### src/rtl/core/fbpa_pkg.sv
// Shared package for the fixed block pool allocator.
// Holds field widths, status and opcode codes, parameter defaults and the
// divider status type. Depends on nothing.
`default_nettype none

package fbpa_pkg;

	localparam int ADDR_W   = 32;
	localparam int STATUS_W = 3;

	localparam int DEFAULT_BLOCK_COUNT  = 64;
	localparam int DEFAULT_BLOCK_STRIDE = 64;

	localparam logic OPC_ALLOC = 1'b0;
	localparam logic OPC_FREE  = 1'b1;

	localparam logic [STATUS_W-1:0] STS_OK        = 3'd0;
	localparam logic [STATUS_W-1:0] STS_EMPTY     = 3'd1;
	localparam logic [STATUS_W-1:0] STS_RANGE     = 3'd2;
	localparam logic [STATUS_W-1:0] STS_ALIGN     = 3'd3;
	localparam logic [STATUS_W-1:0] STS_NOT_ALLOC = 3'd4;

	typedef struct packed {
		logic done;
		logic rem_zero;
	} div_stat_t;

endpackage

`default_nettype wire

### src/rtl/core/fbpa_link_ram.sv
// Link table storage: one link entry per block, synchronous read.
// One write port and one read port, read data registered.
// Depends on nothing.
`default_nettype none

module fbpa_link_ram #(
	parameter int DEPTH  = 64,
	parameter int ADDR_W = 6,
	parameter int DATA_W = 7
) (
	input  wire logic              clk,
	input  wire logic              we,
	input  wire logic [ADDR_W-1:0] waddr,
	input  wire logic [DATA_W-1:0] wdata,
	input  wire logic              re,
	input  wire logic [ADDR_W-1:0] raddr,
	output logic      [DATA_W-1:0] rdata
);

	logic [DATA_W-1:0] mem [DEPTH];

	always_ff @(posedge clk) begin
		if (we) begin
			mem[waddr] <= wdata;
		end
	end

	always_ff @(posedge clk) begin
		if (re) begin
			rdata <= mem[raddr];
		end
	end

endmodule

`default_nettype wire

### src/rtl/core/fbpa_div.sv
// Stride divider: turns a byte offset into a block index by a reciprocal
// multiply, then checks the index times the stride against the offset.
// Depends on fbpa_pkg.
`default_nettype none

module fbpa_div #(
	parameter int IDX_W        = 6,
	parameter int DIV_W        = 13,
	parameter int BLOCK_STRIDE = fbpa_pkg::DEFAULT_BLOCK_STRIDE
) (
	input  wire logic                     clk,
	input  wire logic                     arst_n,
	input  wire logic                     start,
	input  wire logic [DIV_W-1:0]         dividend,
	output fbpa_pkg::div_stat_t           stat,
	output logic      [IDX_W-1:0]         quotient
);

	// floor(x * RECIP >> SHIFT) equals floor(x / BLOCK_STRIDE) for every x below 2^DIV_W
	localparam int SHIFT   = DIV_W + $clog2(BLOCK_STRIDE);
	localparam int RECIP_W = DIV_W + 2;
	localparam int PROD_W  = DIV_W + RECIP_W;
	localparam longint RECIP_VAL = ((longint'(1) << SHIFT) + longint'(BLOCK_STRIDE) - 1)
	                               / longint'(BLOCK_STRIDE);
	localparam logic [RECIP_W-1:0] RECIP    = RECIP_W'(RECIP_VAL);
	localparam logic [DIV_W-1:0]   STRIDE_V = DIV_W'(BLOCK_STRIDE);

	logic              vld_s1;
	logic [IDX_W-1:0]  quo_s1;
	logic [DIV_W-1:0]  dvd_s1;
	logic              done_q;
	logic              rem_zero_q;
	logic [PROD_W-1:0] recip_prod;
	logic [DIV_W-1:0]  back_prod;

	assign recip_prod = PROD_W'(dividend) * PROD_W'(RECIP);
	assign back_prod  = DIV_W'(quo_s1) * STRIDE_V;

	always_ff @(posedge clk or negedge arst_n) begin
		if (!arst_n) begin
			vld_s1 <= 1'b0;
			done_q <= 1'b0;
		end else begin
			vld_s1 <= start;
			done_q <= vld_s1;
		end
	end

	// quo_s1: index estimate; rem_zero_q: zero remainder when index * stride hits
	always_ff @(posedge clk) begin
		if (start) begin
			quo_s1 <= IDX_W'(recip_prod >> SHIFT);
			dvd_s1 <= dividend;
		end
		if (vld_s1) begin
			rem_zero_q <= (back_prod == dvd_s1);
		end
	end

	assign stat.done     = done_q;
	assign stat.rem_zero = rem_zero_q;
	assign quotient      = quo_s1;

endmodule

`default_nettype wire

### src/rtl/core/fixed_block_pool_allocator.sv
// Fixed block pool allocator: top level with request sequencer and link table.
// Depends on fbpa_pkg, fbpa_link_ram and fbpa_div.
//   Requests arrive on in_valid/in_ready with opcode and block_address;
//   one result per request leaves on out_valid/out_ready with status and
//   granted_address. The user writes pool_base through cfg_wr_en/cfg_wr_data
//   while the block is idle; the block does not enforce it or touch the free list.
//   One request is in work at a time. States from transfer in to out_valid:
//     allocate: ALLOC_RD, RESULT; RESULT alone when the pool is empty
//     free: FREE_CHK, RESULT when out of range; FREE_CHK, FREE_DIV, RESULT
//     when misaligned; FREE_CHK, FREE_DIV, FREE_RD, RESULT otherwise
//   The index comes from a reciprocal multiply and a check product in
//   fbpa_div, then a registered link table read; in_ready rises with out_valid.
//   The result sits in an output register: the next request transfers in
//   while a finished result still waits; the sequencer only holds in its
//   result state when that register is still full and out_ready is low.
//   Reset empties the output register, sets the head to block 0 and the
//   fill count to 0; every link entry at or above the fill count reads as
//   its reset value (next index), so no clearing pass is needed.
`default_nettype none

module fixed_block_pool_allocator #(
	parameter int BLOCK_COUNT  = fbpa_pkg::DEFAULT_BLOCK_COUNT,
	parameter int BLOCK_STRIDE = fbpa_pkg::DEFAULT_BLOCK_STRIDE
) (
	input  wire logic                          clk,
	input  wire logic                          arst_n,
	input  wire logic                          cfg_wr_en,
	input  wire logic [fbpa_pkg::ADDR_W-1:0]   cfg_wr_data,
	input  wire logic                          in_valid,
	output logic                               in_ready,
	input  wire logic                          opcode,
	input  wire logic [fbpa_pkg::ADDR_W-1:0]   block_address,
	output logic                               out_valid,
	input  wire logic                          out_ready,
	output logic      [fbpa_pkg::STATUS_W-1:0] status,
	output logic      [fbpa_pkg::ADDR_W-1:0]   granted_address
);

	localparam int AW       = fbpa_pkg::ADDR_W;
	localparam int SW       = fbpa_pkg::STATUS_W;
	localparam int IDX_W    = (BLOCK_COUNT > 1) ? $clog2(BLOCK_COUNT) : 1;
	localparam int LINK_W   = $clog2(BLOCK_COUNT + 2);
	localparam int FILL_W   = $clog2(BLOCK_COUNT + 1);
	localparam int STRIDE_W = $clog2(BLOCK_STRIDE + 1);
	localparam int DIV_W    = IDX_W + STRIDE_W;
	localparam int PROD_W   = IDX_W + STRIDE_W;

	localparam logic [LINK_W-1:0] LINK_END   = LINK_W'(BLOCK_COUNT);
	localparam logic [LINK_W-1:0] LINK_ALLOC = LINK_W'(BLOCK_COUNT + 1);
	localparam logic [AW-1:0]     LAST_OFF   = AW'((BLOCK_COUNT - 1) * BLOCK_STRIDE);

	localparam logic [2:0] S_IDLE     = 3'd0;
	localparam logic [2:0] S_ALLOC_RD = 3'd1;
	localparam logic [2:0] S_FREE_CHK = 3'd2;
	localparam logic [2:0] S_FREE_DIV = 3'd3;
	localparam logic [2:0] S_FREE_RD  = 3'd4;
	localparam logic [2:0] S_RESULT   = 3'd5;

	// control state
	logic [2:0]        state_q;
	logic [LINK_W-1:0] head_q;
	logic [FILL_W-1:0] fill_q;
	logic [AW-1:0]     base_q;
	logic              out_valid_q;

	// request payload and pending result
	logic [AW-1:0]     off_q;
	logic [IDX_W-1:0]  idx_q;
	logic [SW-1:0]     res_status_q;
	logic              grant_ok_q;
	logic [PROD_W-1:0] prod_q;

	// memory and divider hookup
	logic              mem_we;
	logic [IDX_W-1:0]  mem_waddr;
	logic [LINK_W-1:0] mem_wdata;
	logic              mem_re;
	logic [IDX_W-1:0]  mem_raddr;
	logic [LINK_W-1:0] mem_rdata;
	logic              div_start;
	fbpa_pkg::div_stat_t div_stat;
	logic [IDX_W-1:0]  div_quo;

	logic [IDX_W-1:0]  head_idx;
	logic [IDX_W-1:0]  look_idx;
	logic [LINK_W-1:0] link_val;
	logic              in_xfer;
	logic              range_bad;
	logic              out_free;
	logic              pool_empty;

	assign head_idx   = head_q[IDX_W-1:0];
	assign pool_empty = (head_q == LINK_END);
	assign in_ready   = (state_q == S_IDLE);
	assign in_xfer    = in_valid && in_ready;
	assign range_bad  = (off_q > LAST_OFF);
	assign out_free   = !out_valid_q || out_ready;
	assign out_valid  = out_valid_q;

	// entries at or above the fill count were never written: they read as next index
	assign look_idx = (state_q == S_ALLOC_RD) ? head_idx : idx_q;
	assign link_val = (LINK_W'(look_idx) < LINK_W'(fill_q)) ? mem_rdata
	                                                         : LINK_W'(look_idx) + 1'b1;

	always_comb begin
		mem_we    = 1'b0;
		mem_waddr = head_idx;
		mem_wdata = LINK_ALLOC;
		mem_re    = 1'b0;
		mem_raddr = head_idx;
		div_start = 1'b0;
		unique case (state_q)
			S_IDLE: begin
				mem_re = in_xfer && (opcode == fbpa_pkg::OPC_ALLOC) && !pool_empty;
			end
			S_ALLOC_RD: begin
				mem_we = 1'b1;
			end
			S_FREE_CHK: begin
				div_start = !range_bad;
			end
			S_FREE_DIV: begin
				mem_re    = div_stat.done && div_stat.rem_zero;
				mem_raddr = div_quo;
			end
			S_FREE_RD: begin
				mem_we    = (link_val == LINK_ALLOC);
				mem_waddr = idx_q;
				mem_wdata = head_q;
			end
			default: begin
			end
		endcase
	end

	always_ff @(posedge clk or negedge arst_n) begin
		if (!arst_n) begin
			state_q     <= S_IDLE;
			head_q      <= '0;
			fill_q      <= '0;
			base_q      <= '0;
			out_valid_q <= 1'b0;
		end else begin
			if (cfg_wr_en) begin
				base_q <= cfg_wr_data;
			end
			// drop the result once it transfers out; the result state reloads it itself
			if (out_valid_q && out_ready && (state_q != S_RESULT)) begin
				out_valid_q <= 1'b0;
			end
			unique case (state_q)
				S_IDLE: begin
					if (in_xfer) begin
						if (opcode == fbpa_pkg::OPC_FREE) begin
							state_q <= S_FREE_CHK;
						end else if (pool_empty) begin
							state_q <= S_RESULT;
						end else begin
							state_q <= S_ALLOC_RD;
						end
					end
				end
				S_ALLOC_RD: begin
					// pop the head and advance the fill count past a fresh entry
					head_q <= link_val;
					if (head_q == LINK_W'(fill_q)) begin
						fill_q <= fill_q + 1'b1;
					end
					state_q <= S_RESULT;
				end
				S_FREE_CHK: begin
					state_q <= range_bad ? S_RESULT : S_FREE_DIV;
				end
				S_FREE_DIV: begin
					if (div_stat.done) begin
						state_q <= div_stat.rem_zero ? S_FREE_RD : S_RESULT;
					end
				end
				S_FREE_RD: begin
					// push the block back in front of the list
					if (link_val == LINK_ALLOC) begin
						head_q <= LINK_W'(idx_q);
					end
					state_q <= S_RESULT;
				end
				S_RESULT: begin
					if (out_free) begin
						out_valid_q <= 1'b1;
						state_q     <= S_IDLE;
					end
				end
				default: begin
					state_q <= S_IDLE;
				end
			endcase
		end
	end

	always_ff @(posedge clk) begin
		unique case (state_q)
			S_IDLE: begin
				off_q        <= block_address - base_q;
				res_status_q <= fbpa_pkg::STS_EMPTY;
				grant_ok_q   <= 1'b0;
			end
			S_ALLOC_RD: begin
				prod_q       <= PROD_W'(head_idx) * PROD_W'(BLOCK_STRIDE);
				res_status_q <= fbpa_pkg::STS_OK;
				grant_ok_q   <= 1'b1;
			end
			S_FREE_CHK: begin
				res_status_q <= fbpa_pkg::STS_RANGE;
			end
			S_FREE_DIV: begin
				idx_q        <= div_quo;
				res_status_q <= fbpa_pkg::STS_ALIGN;
			end
			S_FREE_RD: begin
				res_status_q <= (link_val == LINK_ALLOC) ? fbpa_pkg::STS_OK
				                                         : fbpa_pkg::STS_NOT_ALLOC;
			end
			S_RESULT: begin
				if (out_free) begin
					status          <= res_status_q;
					granted_address <= grant_ok_q ? base_q + AW'(prod_q) : '0;
				end
			end
			default: begin
			end
		endcase
	end

	fbpa_link_ram #(
		.DEPTH  (BLOCK_COUNT),
		.ADDR_W (IDX_W),
		.DATA_W (LINK_W)
	) u_link_ram (
		.clk   (clk),
		.we    (mem_we),
		.waddr (mem_waddr),
		.wdata (mem_wdata),
		.re    (mem_re),
		.raddr (mem_raddr),
		.rdata (mem_rdata)
	);

	fbpa_div #(
		.IDX_W        (IDX_W),
		.DIV_W        (DIV_W),
		.BLOCK_STRIDE (BLOCK_STRIDE)
	) u_div (
		.clk      (clk),
		.arst_n   (arst_n),
		.start    (div_start),
		.dividend (DIV_W'(off_q)),
		.stat     (div_stat),
		.quotient (div_quo)
	);

endmodule

`default_nettype wire

### config.mk
export PLATFORM = sky130hd
export DESIGN_NAME = fixed_block_pool_allocator
export DESIGN_NICKNAME = d
export VERILOG_FILES = /design/src/rtl/core/fbpa_pkg.sv /design/src/rtl/core/fbpa_link_ram.sv /design/src/rtl/core/fbpa_div.sv /design/src/rtl/core/fixed_block_pool_allocator.sv
export SDC_FILE = /design/constraint.sdc
export NUM_CORES = 1
export LEC_CHECK = 0
export ABC_AREA = 1
export BUFFER_PORTS_ARGS = -buffer_cell sky130_fd_sc_hd__buf_2
export CAP_MARGIN = 40
export CORE_MARGIN = 2
export CORE_UTILIZATION = 30
export DETAILED_ROUTE_END_ITERATION = 7
export GPL_TIMING_DRIVEN = 0
export HOLD_SLACK_MARGIN = 0.1
export PLACE_DENSITY = 0.43
export SLEW_MARGIN = 20
export SYNTH_ARGS = -nofsm -noshare
export SYNTH_HDL_FRONTEND = slang
export SYNTH_SLANG_ARGS = --single-unit
### constraint.sdc
create_clock -name clk -period 3.7 [get_ports clk]
set_input_delay 0.37 -clock clk [delete_from_list [all_inputs] [get_ports clk]]
set_output_delay 0.37 -clock clk [all_outputs]
set_load 0.05 [all_outputs]
==> impl_metrics.json <==
{
  "status": "completed",
  "synth_common_cells": "edfxtp_1, nor2_1, o21ai_0",
  "powerDensity_mw_per_mm2": 837,
  "drtIter0Drc": 1735,
  "cpMaxStageDelayCell": "dfrtp_2",
  "r2r_setup_slack_ps": 200,
  "nets": 2665,
  "hold_class": "primary input to asynchronous set/reset pin",
  "ir_worst_vdd_mv": 0.434,
  "timing.rr.start": "state_q[2]",
  "startpoint_type": "flip-flop",
  "overflow": 0,
  "vias": 19200,
  "setup_violations": 0,
  "path_max_fanout": 10,
  "rsz0062_at_grt": "false",
  "worst-r2r-cell-count": 18,
  "clock_latency_ps": 650,
  "synthToLayoutAreaGrowth_pct": 24.0,
  "via_per_inst": 5.09,
  "synth.most_common_cell": "edfxtp_1",
  "wirelength_um": 92900,
  "grt_pass1_wl_um": 134000,
  "placed_area_mm2": 0.0292,
  "wire_per_inst_um": 24.6,
  "antenna_found_initial": 3,
  "tns_ps": 0,
  "die_h_um": 302,
  "startpoint": "state_q[2]",
  "p_leak_nw": 11.5,
  "synthTopCellsByArea": "edfxtp_1, dfrtp_1, nor2_1",
  "start_util_pct": 30.2,
  "dp_hpwl_um": 66400,
  "fin_util_pct": 37.4,
  "numClockSinks": 604,
  "grt_util_all_layers_pct": 20.5,
  "grt_pass1_vias": 19200,
  "cts_buffer_depth": 3,
  "cts_buffers": 71,
  "cp.arrival_ps": 3790,
  "die_area_mm2": 0.0909,
  "syn_nets": 2373,
  "worst_pin_slew_ps": 912,
  "grt_max_degree": 53,
  "core_mm2": 0.0881,
  "slowest_delay_ps": 460,
  "io_buffers": 105,
  "synth_seq_area_share_pct": 67.3,
  "syn_inst": 2259,
  "die_w_um": 302,
  "finalCriticalPeriod_ps": 3500,
  "max_freq_ghz": 0.286,
  "rows": 109,
  "slew_headroom_pct": 39.2,
  "cts.clk_slew.worst_paths_ps": 60,
  "drv_cap": 0,
  "slew_viol_final": 0,
  "gp_congestion": 0.908,
  "fin_area_mm2": 0.0329,
  "netlist_area_mm2": 0.0266,
  "async_flop_share_pct": 8.61,
  "crit_path_end": "u_link_ram.mem[39][2]",
  "crit_type": "flip-flop to flip-flop",
  "io_pins": 107,
  "root_buffer": "clkbuf_16",
  "ys.flop_type": "edfxtp_1",
  "synth.distinct_cells": 46,
  "cts_tree": "yes",
  "synth-edff-count": 552,
  "layout-drive-gt1-share_pct": 18.3,
  "crit_path_cell_trace": "inv_4 > nand3_4 > buf_6 > nand2_1 > o21ai_4 > ha_1 > a21oi_1 > nor2_1 > a21oi_4 > nand2_4 > nand2_1 > o21ai_1 > nor2_4 > nand2_2 > nand2_8 > nand3_4 > buf_4 > nor2_4",
  "ys_ff_latch": 604,
  "hold_ws_ps": 99.1,
  "drc": 0,
  "clock_skew_ps": 40.5,
  "synth.avg_cell_area_um2": 11.8,
  "drtPass1Iterations": 7,
  "period_share_pct": 94.6,
  "r2r_end": "u_link_ram.mem[39][2]",
  "hold_violations": 0,
  "yosys_warnings": 0,
  "synth_top_cell_by_area": "edfxtp_1",
  "cts_max_level": 3,
  "critPathCaptureType": "flip-flop",
  "yosys.area.top_type_share_pct": 62.4,
  "critical_path_required_ps": 3990,
  "antenna_left": 0
}
## sequential cells by signal (all words and copies together), names as in the netlist, 7 cells and up
register	cells
u_link_ram.mem	448
base_q	32
granted_address	32
off_q	32
u_div.dvd_s1	8
fill_q	7
head_q	7
u_link_ram.rdata	7
## logic make-up (layout without fill, tap and decap cells)
group / Yosys count / count (layout) / share of synthesized area [%]
and+or+nand+nor: 765 / 765 / 12.9
AOI/OAI and AO/OA: 560 / 560 / 12.6
other: 0 / 1 / 0
DFF: 604 / 604 / 67.3
muxes: 1 / 1 / 0.0424
adders and majority gates: 44 / 44 / 2.13
buffers and inverters: 238 / 585 / 3.53
xor gates and xnor gates: 47 / 47 / 1.55
## power by group
part           internal (W)  switching (W)  leakage [nW]
Sequential          0.00856       0.000321          5.70
Clock               0.00394        0.00291          1.09
Combinational       0.00308        0.00874          4.72
Total                0.0156         0.0120          11.5
## layout by cell type (no fill, tap or decap), types with 42 or more instances in the layout
master	n
a21oi_1	64
buf_2	135
clkbuf_1	73
clkbuf_16	72
dfrtp_1	51
edfxtp_1	552
ha_1	42
inv_1	122
nand2_1	216
nand3_1	86
nor2_1	272
nor2_4	75
o211ai_1	123
o21ai_0	244
## critical path, delay by kind of cell (launching register included)
kind	cells	cell delay, ps
adders and majority gates	1	290
AOI/OAI and AO/OA	4	580
buffers and inverters	3	510
and+or+nand+nor	10	1300
DFF	1	460
## worst min-delay path by stage
stage	end	slack (ps)	start
floorplan	base_q[0]	70	arst_n
global placement	u_div.done_q	370	u_div.vld_s1
detailed placement	u_div.done_q	370	u_div.vld_s1
CTS	state_q[1]	110	opcode
global route	base_q[26]	110	arst_n
finish	base_q[26]	100	arst_n
## timing repair
action,4_1_cts,5_1_grt
gates resized for setup,127,23
buffers inserted,23,8
hold buffers,35,0
hold endpoints to repair,87,0
pin swaps,9,8
setup endpoints to repair,451,185
## routing by layer
metal	vias up	routed length, um	global-route usage, %
li1	8810	-	-
met1	9523	40500	27.5
met2	689	42400	32.3
met3	193	6150	4.24
met4	2	3850	8.20
met5	-	13	0
## area by class of cell
| cell class | count | area (um2) |
|---|---|---|
| diodes | 1 | 2.50 |
| plain buffers | 106 | 452 |
| clock buffers | 83 | 1840 |
| clock inverters | 45 | 398 |
| fillers | 8620 | 55200 |
| inverters | 132 | 498 |
| multi-input cells | 1417 | 8330 |
| flip-flops and latches | 604 | 17900 |
| well taps | 1165 | 1460 |
| repair buffers | 219 | 2070 |
## stage by stage
step	worst slack [ps]	cells	power [W]
floorplan	353	2259	0.0149
global placement	-2380	3529	0.0197
detailed placement	-648	3566	0.0202
CTS	-33.2	3752	0.0274
global route	4.63	3772	0.0288
finish	201	3772	0.0276
(Power assumes the default switching activity.)
